<file path="src/rtl/klx_pkg.sv">
// ----------------------------------------------------------------------------
// klx_pkg - shared types and constants of the keyword/ident/number lexer
// Token kinds, token record, character codes and packed keyword spellings.
// ----------------------------------------------------------------------------
package klx_pkg;

  localparam int TEXT_BYTES_DEF = 8;
  localparam int TEXT_W         = 64;

  typedef enum logic [3:0] {
    KIND_EXIT  = 4'd0,
    KIND_LET   = 4'd1,
    KIND_IDENT = 4'd2,
    KIND_INT   = 4'd3,
    KIND_OPEN  = 4'd4,
    KIND_CLOSE = 4'd5,
    KIND_SEMI  = 4'd6,
    KIND_EQ    = 4'd7,
    KIND_PLUS  = 4'd8,
    KIND_ERROR = 4'd9
  } kind_t;

  // "exit" and "let", first byte in the low bits
  localparam logic [31:0] WORD_EXIT = 32'h7469_7865;
  localparam logic [31:0] WORD_LET  = 32'h0074_656C;

  localparam logic [7:0] CH_OPEN  = 8'h28;
  localparam logic [7:0] CH_CLOSE = 8'h29;
  localparam logic [7:0] CH_SEMI  = 8'h3B;
  localparam logic [7:0] CH_EQ    = 8'h3D;
  localparam logic [7:0] CH_PLUS  = 8'h2B;
  localparam logic [7:0] CH_SPACE = 8'h20;
  localparam logic [7:0] CH_TAB   = 8'h09;
  localparam logic [7:0] CH_CR    = 8'h0D;
  localparam logic [7:0] CH_UA    = 8'h41;
  localparam logic [7:0] CH_UZ    = 8'h5A;
  localparam logic [7:0] CH_LA    = 8'h61;
  localparam logic [7:0] CH_LZ    = 8'h7A;
  localparam logic [7:0] CH_D0    = 8'h30;
  localparam logic [7:0] CH_D9    = 8'h39;

  typedef struct packed {
    kind_t             kind;
    logic [TEXT_W-1:0] text;
    logic [7:0]        length;
    logic              trunc;
  } token_t;

  // what one byte produces: up to two tokens, in order
  typedef struct packed {
    logic [1:0] count;
    token_t     tok0;
    token_t     tok1;
  } step_res_t;

endpackage

</file>
<file path="src/rtl/klx_step.sv">
// ----------------------------------------------------------------------------
// klx_step - lexer state and per-byte scan logic
// Holds mode, text buffer and count; classifies one byte and forms its tokens.
// ----------------------------------------------------------------------------
module klx_step
  import klx_pkg::*;
#(
  parameter int TEXT_BYTES = TEXT_BYTES_DEF
) (
  input  logic       clk,
  input  logic       rst,
  input  logic       advance,
  input  logic [7:0] char_byte,
  input  logic       end_of_text,
  output step_res_t  res
);

  localparam int BUF_W = 8 * TEXT_BYTES;

  typedef enum logic [1:0] {
    MODE_IDLE,
    MODE_IDENT,
    MODE_NUM,
    MODE_DISCARD
  } mode_t;

  mode_t            mode, mode_next, mode_a;
  logic [BUF_W-1:0] text_buf, text_buf_next, buf_a;
  logic [7:0]       text_count, text_count_next, cnt_a;
  logic             is_alpha, is_digit, is_space, is_punct, cont;
  kind_t            punct_kind;
  logic [1:0]       n;

  assign is_alpha = (char_byte >= CH_UA && char_byte <= CH_UZ) ||
                    (char_byte >= CH_LA && char_byte <= CH_LZ);
  assign is_digit = char_byte >= CH_D0 && char_byte <= CH_D9;
  assign is_space = char_byte == CH_SPACE || (char_byte >= CH_TAB && char_byte <= CH_CR);

  always_comb begin
    is_punct   = 1'b1;
    punct_kind = KIND_OPEN;
    case (char_byte)
      CH_OPEN:  punct_kind = KIND_OPEN;
      CH_CLOSE: punct_kind = KIND_CLOSE;
      CH_SEMI:  punct_kind = KIND_SEMI;
      CH_EQ:    punct_kind = KIND_EQ;
      CH_PLUS:  punct_kind = KIND_PLUS;
      default:  is_punct = 1'b0;
    endcase
  end

  function automatic token_t plain_tok(kind_t k);
    return '{kind: k, text: '0, length: '0, trunc: 1'b0};
  endfunction

  function automatic token_t run_tok(mode_t m, logic [BUF_W-1:0] b, logic [7:0] c);
    logic  tr;
    kind_t k;
    tr = c > 8'(TEXT_BYTES);
    k  = (m == MODE_NUM) ? KIND_INT : KIND_IDENT;
    if (m == MODE_IDENT && !tr && c == 8'd4 && b == BUF_W'(WORD_EXIT)) k = KIND_EXIT;
    else if (m == MODE_IDENT && !tr && c == 8'd3 && b == BUF_W'(WORD_LET)) k = KIND_LET;
    if (k == KIND_EXIT || k == KIND_LET) return plain_tok(k);
    return '{kind: k, text: TEXT_W'(b), length: c, trunc: tr};
  endfunction

  function automatic logic [BUF_W-1:0] append(logic [BUF_W-1:0] b, logic [7:0] c,
                                              logic [7:0] ch);
    logic [BUF_W-1:0] r;
    r = b;
    for (int i = 0; i < TEXT_BYTES; i++) begin
      if (c == 8'(i)) r[i*8 +: 8] = ch;
    end
    return r;
  endfunction

  always_comb begin
    res             = '0;
    n               = 2'd0;
    mode_a          = mode;
    buf_a           = text_buf;
    cnt_a           = text_count;
    mode_next       = mode;
    text_buf_next   = text_buf;
    text_count_next = text_count;
    cont            = (mode == MODE_IDENT && (is_alpha || is_digit)) ||
                      (mode == MODE_NUM && is_digit);
    if (mode == MODE_DISCARD) begin
      if (end_of_text) begin
        mode_next       = MODE_IDLE;
        text_buf_next   = '0;
        text_count_next = '0;
      end
    end else begin
      if (cont) begin
        buf_a = append(text_buf, text_count, char_byte);
        cnt_a = (text_count == 8'hFF) ? text_count : text_count + 8'd1;
      end else begin
        if (mode == MODE_IDENT || mode == MODE_NUM) begin
          res.tok0 = run_tok(mode, text_buf, text_count);
          n        = 2'd1;
        end
        mode_a = MODE_IDLE;
        buf_a  = '0;
        cnt_a  = '0;
        if (is_alpha || is_digit) begin
          mode_a = is_alpha ? MODE_IDENT : MODE_NUM;
          buf_a  = BUF_W'(char_byte);
          cnt_a  = 8'd1;
        end else if (is_punct || !is_space) begin
          if (n == 2'd0) res.tok0 = plain_tok(is_punct ? punct_kind : KIND_ERROR);
          else           res.tok1 = plain_tok(is_punct ? punct_kind : KIND_ERROR);
          n = n + 2'd1;
          if (!is_punct) mode_a = MODE_DISCARD;
        end
      end
      if (end_of_text) begin
        // final byte flushes whatever run is still open
        if (mode_a == MODE_IDENT || mode_a == MODE_NUM) begin
          if (n == 2'd0) res.tok0 = run_tok(mode_a, buf_a, cnt_a);
          else           res.tok1 = run_tok(mode_a, buf_a, cnt_a);
          n = n + 2'd1;
        end
        mode_next       = MODE_IDLE;
        text_buf_next   = '0;
        text_count_next = '0;
      end else begin
        mode_next       = mode_a;
        text_buf_next   = buf_a;
        text_count_next = cnt_a;
      end
    end
    res.count = n;
  end

  always_ff @(posedge clk) begin
    if (rst) begin
      mode       <= MODE_IDLE;
      text_buf   <= '0;
      text_count <= '0;
    end else if (advance) begin
      mode       <= mode_next;
      text_buf   <= text_buf_next;
      text_count <= text_count_next;
    end
  end

endmodule

</file>
<file path="src/rtl/klx_out.sv">
// ----------------------------------------------------------------------------
// klx_out - token result register
// Holds the one or two tokens of a byte and hands them out one word at a time.
// ----------------------------------------------------------------------------
module klx_out
  import klx_pkg::*;
(
  input  logic        clk,
  input  logic        rst,
  input  logic        load,
  input  step_res_t   res,
  output logic        ready,
  output logic        token_valid,
  input  logic        token_stall,
  output logic [3:0]  token_kind,
  output logic [63:0] token_text,
  output logic [7:0]  text_length,
  output logic        text_truncated,
  output logic        last_of_run
);

  logic   valid, sel, two;
  token_t tok0, tok1, cur;
  logic   tok_acc, at_last;

  assign tok_acc = valid && !token_stall;
  assign at_last = !two || sel;
  assign ready   = !valid || (tok_acc && at_last);
  assign cur     = sel ? tok1 : tok0;

  assign token_valid    = valid;
  assign token_kind     = cur.kind;
  assign token_text     = cur.text;
  assign text_length    = cur.length;
  assign text_truncated = cur.trunc;
  assign last_of_run    = at_last;

  always_ff @(posedge clk) begin
    if (rst) begin
      valid <= 1'b0;
      sel   <= 1'b0;
      two   <= 1'b0;
    end else if (load) begin
      valid <= 1'b1;
      sel   <= 1'b0;
      two   <= res.count == 2'd2;
    end else if (tok_acc) begin
      if (!at_last) begin
        sel <= 1'b1;
      end else begin
        valid <= 1'b0;
        sel   <= 1'b0;
      end
    end
  end

  always_ff @(posedge clk) begin
    if (load) begin
      tok0 <= res.tok0;
      tok1 <= res.tok1;
    end
  end

  // second slot only shown for a live pair
  a_sel_pair: assert property (@(posedge clk) disable iff (rst)
    sel |-> (valid && two)) else $error("second token selected without a pair");

  // a new byte never overwrites tokens still owed
  a_no_clobber: assert property (@(posedge clk) disable iff (rst)
    load |-> ready) else $error("token register loaded while busy");

  // taking the first of a pair leads straight to the second
  a_pair_order: assert property (@(posedge clk) disable iff (rst)
    (tok_acc && two && !sel) |=> (valid && sel)) else $error("second token of pair lost");

endmodule

</file>
<file path="src/rtl/keyword_ident_number_lexer.sv">
// ----------------------------------------------------------------------------
// keyword_ident_number_lexer - byte-serial lexer for a small language
// Scans source bytes into keyword, identifier, literal and punctuation tokens.
// ----------------------------------------------------------------------------
// Usage:
//   Byte channel (byte_valid/byte_stall): one source byte per word in
//   char_byte, end_of_text set on the final byte of the source.
//   Token channel (token_valid/token_stall): one token per word; last_of_run
//   marks the final token caused by a given byte.
//   Path: a byte in the input register is scanned there; its tokens load into
//   the token register as it leaves. Throughput: one byte per cycle while
//   token_stall is low; a byte that yields two tokens (a run closed by
//   punctuation, an error, or a final byte) holds the token register for two
//   words; a following byte that yields tokens waits in the input register.
//   The lexer state (mode, buffer, count) is a registered loop updated only
//   when a byte leaves the input register. Stall: token_stall holds the token
//   register; once it is busy, a byte that yields tokens holds in the input
//   register and byte_stall rises. Nothing is dropped.
//   Reset (rst, synchronous): lexer idle, buffer empty, both registers empty.
//   An error byte emits an error token and further bytes are dropped without
//   output up to and including the one flagged end_of_text.
// ----------------------------------------------------------------------------
module keyword_ident_number_lexer
  import klx_pkg::*;
#(
  parameter int TEXT_BYTES = TEXT_BYTES_DEF
) (
  input  logic        clk,
  input  logic        rst,
  input  logic        byte_valid,
  output logic        byte_stall,
  input  logic [7:0]  char_byte,
  input  logic        end_of_text,
  output logic        token_valid,
  input  logic        token_stall,
  output logic [3:0]  token_kind,
  output logic [63:0] token_text,
  output logic [7:0]  text_length,
  output logic        text_truncated,
  output logic        last_of_run
);

  // input register
  logic       in_full;
  logic [7:0] in_char;
  logic       in_last;

  step_res_t res;
  logic      out_ready, advance, load;

  // a byte with no tokens (whitespace, run continuation, discard) moves on
  // even when the token register is busy
  assign advance    = in_full && (res.count == 2'd0 || out_ready);
  assign load       = advance && res.count != 2'd0;
  assign byte_stall = in_full && !advance;

  always_ff @(posedge clk) begin
    if (rst) begin
      in_full <= 1'b0;
    end else begin
      in_full <= (byte_valid && !byte_stall) || (in_full && !advance);
    end
  end

  always_ff @(posedge clk) begin
    if (byte_valid && !byte_stall) begin
      in_char <= char_byte;
      in_last <= end_of_text;
    end
  end

  klx_step #(
    .TEXT_BYTES(TEXT_BYTES)
  ) u_step (
    .clk        (clk),
    .rst        (rst),
    .advance    (advance),
    .char_byte  (in_char),
    .end_of_text(in_last),
    .res        (res)
  );

  klx_out u_out (
    .clk           (clk),
    .rst           (rst),
    .load          (load),
    .res           (res),
    .ready         (out_ready),
    .token_valid   (token_valid),
    .token_stall   (token_stall),
    .token_kind    (token_kind),
    .token_text    (token_text),
    .text_length   (text_length),
    .text_truncated(text_truncated),
    .last_of_run   (last_of_run)
  );

endmodule

</file>
<file path="config.mk">
export PLATFORM = sky130hd
export DESIGN_NAME = keyword_ident_number_lexer
export DESIGN_NICKNAME = d
export VERILOG_FILES = /design/src/rtl/klx_pkg.sv /design/src/rtl/klx_step.sv /design/src/rtl/klx_out.sv /design/src/rtl/keyword_ident_number_lexer.sv
export SDC_FILE = /design/constraint.sdc
export NUM_CORES = 1
export LEC_CHECK = 0
export BUFFER_PORTS_ARGS = -buffer_cell sky130_fd_sc_hd__clkbuf_2
export CAP_MARGIN = 25
export CORE_MARGIN = 2
export CORE_UTILIZATION = 30
export CTS_CLUSTER_SIZE = 12
export DETAILED_ROUTE_END_ITERATION = 6
export HOLD_SLACK_MARGIN = 0.1
export MAX_ROUTING_LAYER = met4
export PLACE_DENSITY_LB_ADDON = 0.3
export SYNTH_ARGS = -nofsm -noshare
export SYNTH_HDL_FRONTEND = slang
export SYNTH_SLANG_ARGS = --single-unit
export TNS_END_PERCENT = 30
</file>
<file path="constraint.sdc">
create_clock -name clk -period 6.98 [get_ports clk]
set_clock_uncertainty 0.05 [all_clocks]
set_input_delay 0.698 -clock clk [delete_from_list [all_inputs] [get_ports clk]]
set_output_delay 0.698 -clock clk [all_outputs]
set_load 0.01 [all_outputs]
</file>
* Word-level counts from Yosys, hierarchy flattened
Index checks and enable logic that the tools add are counted.
Storage, ports and cells: bits in registers 241, input port bits 13, output and inout bits 80, word-level logic and storage cells 213
Operators by class: add/sub/neg operators 3, magnitude comparators 10, equality and inequality tests 30, mux-type cells 95, reductions and logical operators 58
Operators by type and width (number):
- 77-bit two-way mux | 12
- 154-bit two-way mux | 5
- 64-bit two-way mux | 5
- 64-bit by 23-bit == test with 1-bit output (second input constant) | 2
- 64-bit by 31-bit == test with 1-bit output (second input constant) | 2
- 8-bit two-way mux | 15
- 4-bit two-way mux | 16
- 8-bit by 6-bit == test with 1-bit output (second input constant) | 6
- 8-bit by 3-bit == test with 1-bit output (second input constant) | 5
- 2-bit two-way mux | 18
- 8-bit by 2-bit == test with 1-bit output (second input constant) | 3
- 1-bit two-way mux | 23
- 1-bit logical AND | 22
- 8-bit by 7-bit greater-or-equal comparator with 1-bit output (second input constant) | 2
- 8-bit by 4-bit > comparator with 1-bit output (second input constant) | 2
- 8-bit by 7-bit <= comparator with 1-bit output (second input constant) | 2
- 4-bit one-hot mux with 4 select lines | 1
- 1-bit logical OR | 14
- 4-bit by 1-bit == test with 1-bit output (second input constant) | 3
- 4-bit logical NOT | 3
- 8-bit by 1-bit adder with 8-bit output (second input constant) | 1
- 2-bit == test (second input constant) | 4
- 8-bit by 1-bit == test with 1-bit output (second input constant) | 1
- 8-bit == test (second input constant) | 1
- other kinds (14) | 28

* Depth between registers and ports, before layout
Gate-level depths: netlist (run 1).
depth after elaboration 30, mapped depth 20, depth with buffers taken out 16

* Hierarchy
From an unflattened synthesis (run 1), not the netlist that was laid out.
Unflattened totals: cell total of the unflattened synthesis 1344, area total of the unflattened synthesis 13339.0 µm²
Modules (own cells, without submodules):
- klx_step | times used 1, cells each 1073, area each 7236.9 µm²
- klx_out | times used 1, cells each 254, area each 5761.8 µm²
- keyword_ident_number_lexer | times used 1, cells each 17, area each 340.3 µm²

* Worst setup path after synthesis (run 1)
Ideal clock, no wire load.
path type reg-to-reg, start register in_char[1], end register u_out.tok0[0] in the netlist's numbering (enable), library setup time 0.510 ns, arrival time 5.981 ns, slack 0.439 ns, stages on the path, launching flop included 15, path buffers 3, path through edfxtp_1 -> clkbuf_1 -> o21ai_0 -> o2111a_1 -> a21o_1 -> clkbuf_1 -> buf_1 -> a211oi_1 -> a21oi_1 -> inv_1 -> ha_1 -> nand2b_1 -> xnor2_1 -> nor2_1 -> o211a_1
On the way: word-level cells in the longest chain between the ends 18, elaborated cells between the ends (all ways) 50
Ends and longest elaborated chain:
- start, declared | line keyword_ident_number_lexer.sv:45 | logic [7:0] in_char;
- start signal, assigned | line keyword_ident_number_lexer.sv:67 | in_char <= char_byte;
- parallel branches: the longest is 12 deep, another holds 8-bit by 4-bit greater-or-equal comparator with 1-bit output
- 2-bit two-way mux (*) | line klx_step.sv:117 | if (end_of_text) begin
- 2-bit two-way mux (*) | line klx_step.sv:88 | if (mode == MODE_DISCARD) begin
- 2-bit logical NOT | line keyword_ident_number_lexer.sv:53 | assign advance = in_full && (res.count == 2'd0 || out_ready);
- 1-bit logical OR | line keyword_ident_number_lexer.sv:53
- 1-bit logical AND | line keyword_ident_number_lexer.sv:53
- 1-bit logical AND (*) | line keyword_ident_number_lexer.sv:54 | assign load = advance && res.count != 2'd0;
- named net load | line keyword_ident_number_lexer.sv:49 | logic out_ready, advance, load;
- end signal, assigned | line klx_out.sv:59 | tok0 <= res.tok0;
- end, declared | line klx_out.sv:23 | token_t tok0, tok1, cur;
Mark *: on every way through the listed nets, which the timed path passes. The select of a mux whose other input is x is not followed. A chain may end at the register's enable or synchronous reset.

* Worst setup path after layout (run 1)
start register in_char[7], end register u_step.text_buf[53]
On the way: word-level cells in the longest chain between the ends 18, elaborated cells between the ends (all ways) 53
Ends and longest elaborated chain:
- parallel branches: the longest is 18 deep, another holds 8-bit by 4-bit greater-or-equal comparator with 1-bit output
- end signal, assigned | line klx_step.sv:143 | text_buf <= text_buf_next;
- end, declared | line klx_step.sv:28 | logic [BUF_W-1:0] text_buf, text_buf_next, buf_a;
Parallel ways; which one is timed is not known. The select of a mux whose other input is x is not followed.

==> impl_results.md, run 1 <==
- Mapped Area: 12900 um2
- Post CTS Setup Buffer Count: 0
- Synth Flop Type: edfxtp_1
- Top-count cell post-synth: edfxtp_1
- Switching Share: 24.6%
- Lkg Pwr: 4.73 nW
- Starting Density: 30.5%
- WS Path Type: reg2reg
- Multi-input gate area: 5860 um2
- Vias/cell: 5.63
- Io pins: 93
- Met2 GRT Util: 29.5%
- DIE WIDTH: 211 um
- Total core area: 42100 um2
- Met1 usage: 26.6%
- Port bufs: 92
- Clk slew on worst S/H paths: 0.06 ns
- Post-DRT Antenna Nets: 0
- Clock Latency Late Sink: 0.56 ns
- Layout overhead on the synthesized area: 13.8%
- Register cell area after layout: 6460 um2
- Max FO, Critical Path: 20
- Net Sw Power: 0.825 mW
- # DRC: 0
- Initial antenna violation count: 0
- Final count of pins violating max slew: 0
- Final Hold Viols: 0
- GRT busiest layer: met2
- Critical-path top delay cell: nand3_1
- Most frequent cells after synthesis: 163 x edfxtp_1, 146 x nand2_1, 105 x nor2_1
- GR Util met3: 2.57%
- Fmax: 0.175 GHz
- Post-synth top area share: 38.1%
- Fill cell count: 4261
- Post-DP HPWL: 28.5 mm
- Final #Nets: 1331
- Die area: 44500 um2
- Period minus WS final: 5.73 ns
- Internal power: 2.53 mW
- # hold bufs at CTS: 0
- Starting DRT DRC Count: 1004
- Cell Rows: 75
- Routed vias: 10500
- WL final: 42.1 mm
- Synthesized net count: 1289
- CTS buffer count: 27
- GRT Util Overall: 19.2%
- Largest net degree at the start of global routing: 157
- Height of the die: 211 um
- Arrival time at the worst endpoint: 6.18 ns
- Peak VDD IR: 173 uV
- Power per cell area: 229 nW/um2
- Clock buffer depth: 3
- Yosys warnings: 0
- Yosys reg bits: 241
- Share of layout cells above drive strength 1: 19.9%
- Synth cell types: 85
- Slew HR: 20.3%
- RSZ-0062 raised after global routing: false
- Min-delay worst type: in2reg
- Total power: 3.35 mW
- Final Setup Violations: 0
- CP max stage delay: 0.84 ns
- Status: completed
- Depth of the CTS H-tree: 1
- Seq pwr share: 48.7%
- Placer Congestion: 0.929
- Syn_area_per_cell: 10.2 um2
- Sequential-to-total area share from yosys stat: 50.2%
- Setup ws final: 1.25 ns
- First-pass GRT wire length: 64.4 mm
- Clock network power share: 42.2%
- Ys async rst share: 0%
- Number of synthesized flops with an enable pin: 163
- Startpoint types: register
- Clock sinks: 241
- CP required: 7.43 ns
- Avg WL per Cell: 22.6 um
- WP buf/inv: 2
- Family with the most delay on the worst path: compound AO/OA/AOI/OAI gates
- ANT cells: 0
- Area contributors post-synth: edfxtp_1 38%, dfxtp_1 12%, mux2_2 7.0%
- CP Cell Sequence: nor2_1 -> o2111a_1 -> a21o_1 -> buf_4 -> a211oi_1 -> a21oi_1 -> inv_1 -> ha_1 -> nor2b_1 -> nand2b_1 -> o211ai_1 -> nand3_1 -> o21ai_1 -> a22o_1
- CTS Root Buffer Type: clkbuf_16
- Final period util: 82.1%
- Worst-Margin Slew: 1.20 ns
- Pre-CTS setup slack: 1.51 ns
- 1st-pass router iterations: 5
- Cells after Synth: 1265
- Crit. End Element: register
- Gr ovfl total: 0
- Vias in the first global route: 10200
- Largest area contributor in the netlist: edfxtp_1
- Maxcap violations: 0
- Gate power share: 9.1%
- Setup TNS Final: 0 ns
- CTS tree: built
- Post-CTS sizing: 0
==> area by class of cell <==
cell class,count,share of cell area [%]
timing repair buffer,116,4.49
sequential,241,44.2
multi-input combinational,892,40.1
inverter,29,0.744
clock inverter,10,0.753
clock buffer,40,5.17
tap,539,4.61
==> cell usage in the layout, fill, tap and decap left out, drive strengths merged, types with 19 or more instances in the layout <==
cell,n
edfxtp,163
a22oi,26
nor2b,21
nor2,106
o21ai,41
nand2,147
dfxtp,78
and2,24
a32o,44
a22o,19
nand3,26
nor4,19
clkbuf,132
nor3,27
inv,30
mux2,81
buf,24
a21oi,91
==> through the flow <==
step	area (um2)	hold slack (ns)	instances	utilization, %
2_1_floorplan	12900	0.380	1265	-
3_3_place_gp	13700	0.404	1815	32.6
3_5_place_dp	13700	0.406	1816	32.6
4_1_cts	14600	0.251	1866	34.7
5_1_grt	14600	0.261	1867	34.7
6_report	14600	0.273	1867	34.7
==> metal layers <==
metal  up-vias  wire [um]
li1       4868          -
met1      5150      19000
met2       414      19200
met3        73       2820
met4         0       1020
met5         -          0
==> kinds of logic after synthesis <==
kind of cell | share of synthesized area [%]
AOI/OAI and AO/OA | 19.0
xor gates and xnor gates | 0.204
adders and majority gates | 1.07
buffers and inverters | 4.30
DFF | 50.2
muxes | 8.03
and+or+nand+nor | 17.2
==> power groups by stage <==
stage	logic (mW)	clock network, mW	registers [mW]
after floorplan	0.193	0	1.66
after CTS	0.307	1.45	1.63
final	0.305	1.41	1.63
after global placement	0.305	0	1.66
after detailed placement	0.306	0	1.66
after global routing	0.330	1.51	1.64
==> state kept, by name (all words and copies together) (netlist names) <==
signal and cells:
u_step.text_count 8, u_out.tok1 77, u_out.sel 1, u_out.tok0 77
u_step.text_buf 64, in_last 1, in_char 8, in_full 1
u_out.two 1, u_out.token_valid 1, u_step.mode 2
==> worst paths after layout <==
| check | end | startpoint | slack [ns] | cells past startpoint |
|---|---|---|---|---|
| hold / removal | in_char[4]$_DFFE_PP_ | char_byte[4] | 0.27 | 1 |
| hold reg to reg | u_step.text_buf[31]$_SDFFE_PP0P_ | u_step.text_buf[31]$_SDFFE_PP0P_ | 0.41 | 2 |
| setup reg to reg | u_step.text_buf[53]$_SDFFE_PP0P_ | in_char[7]$_DFFE_PP_ | 1.25 | 14 |
| setup / recovery | u_step.text_buf[53]$_SDFFE_PP0P_ | in_char[7]$_DFFE_PP_ | 1.25 | 14 |
Note: power is estimated with default switching activity, not from simulation.
==> run 2, diff against run 1 <==
==> constraint.sdc (replaced) <==
create_clock -name clk -period 4.79 [get_ports clk]
set_clock_uncertainty 0.05 [all_clocks]
set_input_delay 0.479 -clock clk [delete_from_list [all_inputs] [get_ports clk]]
set_output_delay 0.479 -clock clk [all_outputs]
set_load 0.01 [all_outputs]
==> impl_results.md, run 2 (synthesis results as in run 1) <==
- Depth of the CTS H-tree: 1
- Crit. End Element: output port
- Most frequent cells in the layout: 163 x edfxtp_1, 146 x nand2_1, 105 x nor2_1
- Critical-path top delay cell: edfxtp_1
- Slew HR: 28.9%
- DIE WIDTH: 211 um
- Final #Nets: 1397
- CP max stage delay: 0.65 ns
- Family with the most delay on the worst path: compound AO/OA/AOI/OAI gates
- Status: completed
- Total core area: 42100 um2
- CTS Root Buffer Type: clkbuf_16
- RSZ-0062 raised after global routing: false
- Clk slew on worst S/H paths: 0.06 ns
- Placer Congestion: 0.945
- Share of layout cells above drive strength 1: 23.2%
- Post CTS Setup Buffer Count: 0
- Height of the die: 211 um
- Port bufs: 92
- Fin Hold WS: 0.243 ns
- Vias/cell: 5.60
- ANT cells: 0
- Post-DRT Antenna Nets: 0
- Largest net degree at the start of global routing: 61
- Arrival time at the worst endpoint: 3.94 ns
- Routed vias: 10800
- Fmax: 0.224 GHz
- Worst-Margin Slew: 1.05 ns
- Commonest non-fill, non-tap cell in the layout: edfxtp_1
- WP buf/inv: 3
- Largest registers: u_out.tok0: 77 flops, u_out.tok1: 77 flops, u_step.text_buf: 64 flops
- Power per cell area: 326 nW/um2
- GRT Util Overall: 19.5%
- CP Cell Sequence: buf_4 -> nand3_1 -> a21oi_1 -> o21ai_0 -> o21ai_0 -> a211oi_1 -> a21oi_1 -> inv_1 -> ha_1 -> nand2b_1 -> o2111ai_1 -> o211a_1 -> and2_1 -> clkbuf_2
- Clock buffer depth: 3
- Layout overhead on the synthesized area: 18.7%
- Post-DP HPWL: 30.5 mm
- Avg WL per Cell: 22.2 um
- WS Path Type: reg2out
- Min-delay worst type: in2reg
- WL final: 43.0 mm
- 1st-pass router iterations: 6
- Fill cell count: 4217
- Vias in the first global route: 10400
- Final period util: 93.2%
- Placed Area: 14300 um2
- Clock Latency Late Sink: 0.55 ns
- Cell Rows: 75
- Final Setup Violations: 0
- CTS buffer count: 28
- Design area: 15300 um2
- CTS tree: built
- # DRC: 0
- CP required: 4.26 ns
- Max FO, Critical Path: 15
- Maxcap violations: 0
- Final Hold Viols: 0
- Peak VDD IR: 271 uV
- First-pass GRT wire length: 65.2 mm
- Setup TNS Final: 0 ns
- Starting DRT DRC Count: 1140
- Io pins: 93
- Period minus WS final: 4.47 ns
- Lkg Pwr: 5.10 nW
- Startpoint types: register
- Final count of pins violating max slew: 0
- Starting Density: 30.5%
- Die area: 44500 um2
- Initial antenna violation count: 0
- Gr ovfl total: 0
- Clock sinks: 241
run 2: what timing repair did:
item                      CTS  global route
gates resized for setup     0             0
hold buffers               10             0
hold endpoints to repair   10             0
run 2: report_power, final:
| part | internal, mW | switching (mW) | leakage, nW |
|---|---|---|---|
| logic | 0.178 | 0.318 | 2.49 |
| clock network | 1.24 | 0.875 | 0.444 |
| registers | 2.33 | 0.0401 | 2.17 |
| total | 3.75 | 1.23 | 5.10 |
run 2: worst register-to-register path: stages (launching register included):
cell	delay, ns
edfxtp_1	0.65
buf_4	0.35
nand3_1	0.10
a21oi_1	0.16
o21ai_0	0.18
o21ai_0	0.16
a211oi_1	0.07
a21oi_1	0.23
inv_1	0.08
ha_1	0.31
nor2b_1	0.23
and2_1	0.32
nor2_1	0.09
o211ai_1	0.22
nor2_1	0.12
buf_4	0.21
a31o_2	0.31
a32o_1	0.24
run 2: path summary, 6_finish.rpt:
| kind | from | cells after the start | slack (ns) | to |
|---|---|---|---|---|
| hold reg to reg | u_step.text_buf[31]$_SDFFE_PP0P_ | 2 | 0.42 | u_step.text_buf[31]$_SDFFE_PP0P_ |
| setup reg to reg | in_char[3]$_DFFE_PP_ | 17 | 0.47 | u_out.tok0[34]$_SDFFCE_PP0P_ |
| setup / recovery | in_char[3]$_DFFE_PP_ | 14 | 0.32 | byte_stall |
| hold / removal | token_stall | 4 | 0.24 | u_out.sel$_SDFFE_PP0P_ |
run 2: layout make-up:
class | instances | area [um2] | area share, %
inverters | 29 | 109 | 0.713
clock buffers | 40 | 817 | 5.35
flip-flops and latches | 241 | 6460 | 42.3
clock inverters | 12 | 93.8 | 0.615
well taps | 539 | 674 | 4.42
multi-input cells | 892 | 5860 | 38.4
repair buffers | 181 | 1250 | 8.18
run 2: metal layers:
metal | vias up | global-route usage, % | share of wire [%]
met5 | - | - | 0
met4 | 0 | 6.27 | 3.4
met3 | 97 | 2.26 | 6.4
met2 | 457 | 30.1 | 45
met1 | 5271 | 26.8 | 45
li1 | 5012 | - | -
run 2: metrics by stage:
stage | util, % | power (mW) | setup slack (ns) | std cells
final | 36.2 | 4.98 | 0.324 | 1934
after global routing | 36.2 | 5.15 | 0.0115 | 1934
after CTS | 36.2 | 5.03 | 0.354 | 1934
after detailed placement | 33.8 | 2.91 | 0.571 | 1872
after global placement | 33.8 | 2.91 | 0.607 | 1871
after floorplan | - | 2.68 | 0.227 | 1265
==> run 3, diff against run 2 <==
--- a/config.mk
+++ b/config.mk
@@ -5,12 +5,13 @@
 export SDC_FILE = /design/constraint.sdc
 export NUM_CORES = 1
 export LEC_CHECK = 0
-export BUFFER_PORTS_ARGS = -buffer_cell sky130_fd_sc_hd__clkbuf_2
-export CAP_MARGIN = 25
+export CAP_MARGIN = 20
 export CORE_MARGIN = 2
 export CORE_UTILIZATION = 30
 export CTS_CLUSTER_SIZE = 12
 export DETAILED_ROUTE_END_ITERATION = 6
+export DONT_BUFFER_PORTS = 1
+export GPL_TIMING_DRIVEN = 1
 export HOLD_SLACK_MARGIN = 0.1
 export MAX_ROUTING_LAYER = met4
 export PLACE_DENSITY_LB_ADDON = 0.3
==> impl_results.md, run 3 (synthesis results as in run 1) <==
- Status: completed
- Family with the most delay on the worst path: compound AO/OA/AOI/OAI gates
- Register cell area after layout: 6460 um2
- WS Path Type: reg2out
- Final Hold Viols: 0
- Final period util: 91.9%
- Cell Rows: 75
- Final Setup Violations: 0
- Clock sinks: 241
- Arrival time at the worst endpoint: 3.87 ns
- Setup ws final: 0.387 ns
- Total core area: 42100 um2
- Clock buffer depth: 3
- Layout overhead on the synthesized area: 15.3%
- Routed vias: 10600
- Critical-path top delay cell: edfxtp_1
- # DRC: 0
- First-pass GRT wire length: 65.5 mm
- Multi-input gate area: 5860 um2
- Depth of the CTS H-tree: 1
- Port bufs: 0
- Min-delay worst type: in2reg
- Avg WL per Cell: 23.4 um
- CP required: 4.26 ns
- Final count of pins violating max slew: 0
- Max FO, Critical Path: 14
- Final #Nets: 1306
- WL final: 43.2 mm
- Post CTS Setup Buffer Count: 0
- Starting Density: 30.5%
- Clock Latency Late Sink: 0.56 ns
- Vias in the first global route: 10200
- CP Cell Sequence: and2_0 -> o2111a_1 -> a21o_1 -> a211oi_1 -> a21oi_1 -> inv_1 -> ha_1 -> nand2b_1 -> o2111ai_1 -> o211a_1 -> and2_1
- Design area: 14800 um2
- Crit. End Element: output port
- RSZ-0062 raised after global routing: false
- Post-DP HPWL: 30.4 mm
- WP depth: 11
- Commonest non-fill, non-tap cell in the layout: edfxtp_1
- Fill cell count: 4214
- Worst-Margin Slew: 1.04 ns
- Largest net degree at the start of global routing: 49
- Power per cell area: 330 nW/um2
- CTS buffer count: 27
- Peak VDD IR: 219 uV
- Vias/cell: 5.73
- Io pins: 93
- Maxcap violations: 0
- Fmax: 0.227 GHz
- Placed Area: 13800 um2
- Worst reg-to-reg setup slack: 0.52 ns
- Largest registers: u_out.tok0: 77 flops, u_out.tok1: 77 flops, u_step.text_buf: 64 flops
- Initial antenna violation count: 0
- Post-DRT Antenna Nets: 0
- Crit path from: in_char[4]$_DFFE_PP_
- Die area: 44500 um2
- Lkg Pwr: 4.71 nW
- Height of the die: 211 um
- Critical path endpoint: byte_stall
- Fin Hold WS: 0.131 ns
- Final core occ: 35.2%
- CTS Root Buffer Type: clkbuf_16
- WP buf/inv: 1
- Layout Cells excl Fill: 1841
- Setup TNS Final: 0 ns
- Starting DRT DRC Count: 909
- Period minus WS final: 4.40 ns
- R2R cell count: 15
- Reg2reg start: in_char[4]$_DFFE_PP_
- Slew HR: 30.2%
- Placed cell count: 1780
- Worst R2R End: u_out.tok0[28]$_SDFFCE_PP0P_
- Startpoint types: register
- Gr ovfl total: 0
- Placer Congestion: 0.935
- Total power: 4.89 mW
- Share of layout cells above drive strength 1: 17.5%
- CTS tree: built
- DIE WIDTH: 211 um
- CP max stage delay: 0.69 ns
- ANT cells: 0
- 1st-pass router iterations: 5
- Clk slew on worst S/H paths: 0.06 ns
- Most frequent cells in the layout: 163 x edfxtp_1, 146 x nand2_1, 105 x nor2_1
- GRT Util Overall: 19.7%
- Pre-CTS setup slack: 0.632 ns
[run 3: worst min path at each step]
stage                                          start                               end  slack [ns]  cells past startpoint
finish                                   token_stall            u_out.sel$_SDFFE_PP0P_        0.13                      3
global route                                     rst  u_step.text_buf[15]$_SDFFE_PP0P_        0.12                      2
CTS                                              rst  u_step.text_buf[15]$_SDFFE_PP0P_        0.10                      2
detailed placement  u_step.text_buf[31]$_SDFFE_PP0P_  u_step.text_buf[31]$_SDFFE_PP0P_        0.42                      2
global placement    u_step.text_buf[31]$_SDFFE_PP0P_  u_step.text_buf[31]$_SDFFE_PP0P_        0.41                      2
floorplan           u_step.text_buf[31]$_SDFFE_PP0P_  u_step.text_buf[31]$_SDFFE_PP0P_        0.38                      2
[run 3: where the power goes]
group	switching (mW)	internal (mW)	total (mW)
Combinational	0.307	0.149	0.456
Sequential	0.0397	2.33	2.37
Clock	0.846	1.22	2.06
Total	1.19	3.70	4.89
[run 3: per-layer routing]
metal / up-vias / routed length [um] / GRT usage, % / share of wire, %
met5: - / 0 / - / 0
met4: 0 / 1010 / 4.98 / 2.3
met3: 76 / 2730 / 2.51 / 6.3
met2: 433 / 19900 / 31.0 / 46
met1: 5205 / 19500 / 26.8 / 45
li1: 4838 / - / - / -
[run 3: what timing repair did]
item / in CTS / in global routing
resized for setup: 0 / 0
hold buffers: 12 / 0
endpoints found under the setup margin: 0 / 0
endpoints found under the hold margin: 45 / 0
[run 3: cell type report]
| type | instances | area share [%] |
|---|---|---|
| multi-input combinational | 892 | 39.5 |
| tap | 539 | 4.55 |
| sequential | 241 | 43.6 |
| clock buffer | 38 | 4.91 |
| inverter | 29 | 0.734 |
| clock inverter | 11 | 0.954 |
| timing repair buffer | 91 | 5.72 |
[run 3: tightest hold or removal path: cells and delay by family]
| family | cells | cell delay (ns) |
|---|---|---|
| muxes | 1 | 0.13 |
| and+or+nand+nor | 2 | 0.08 |
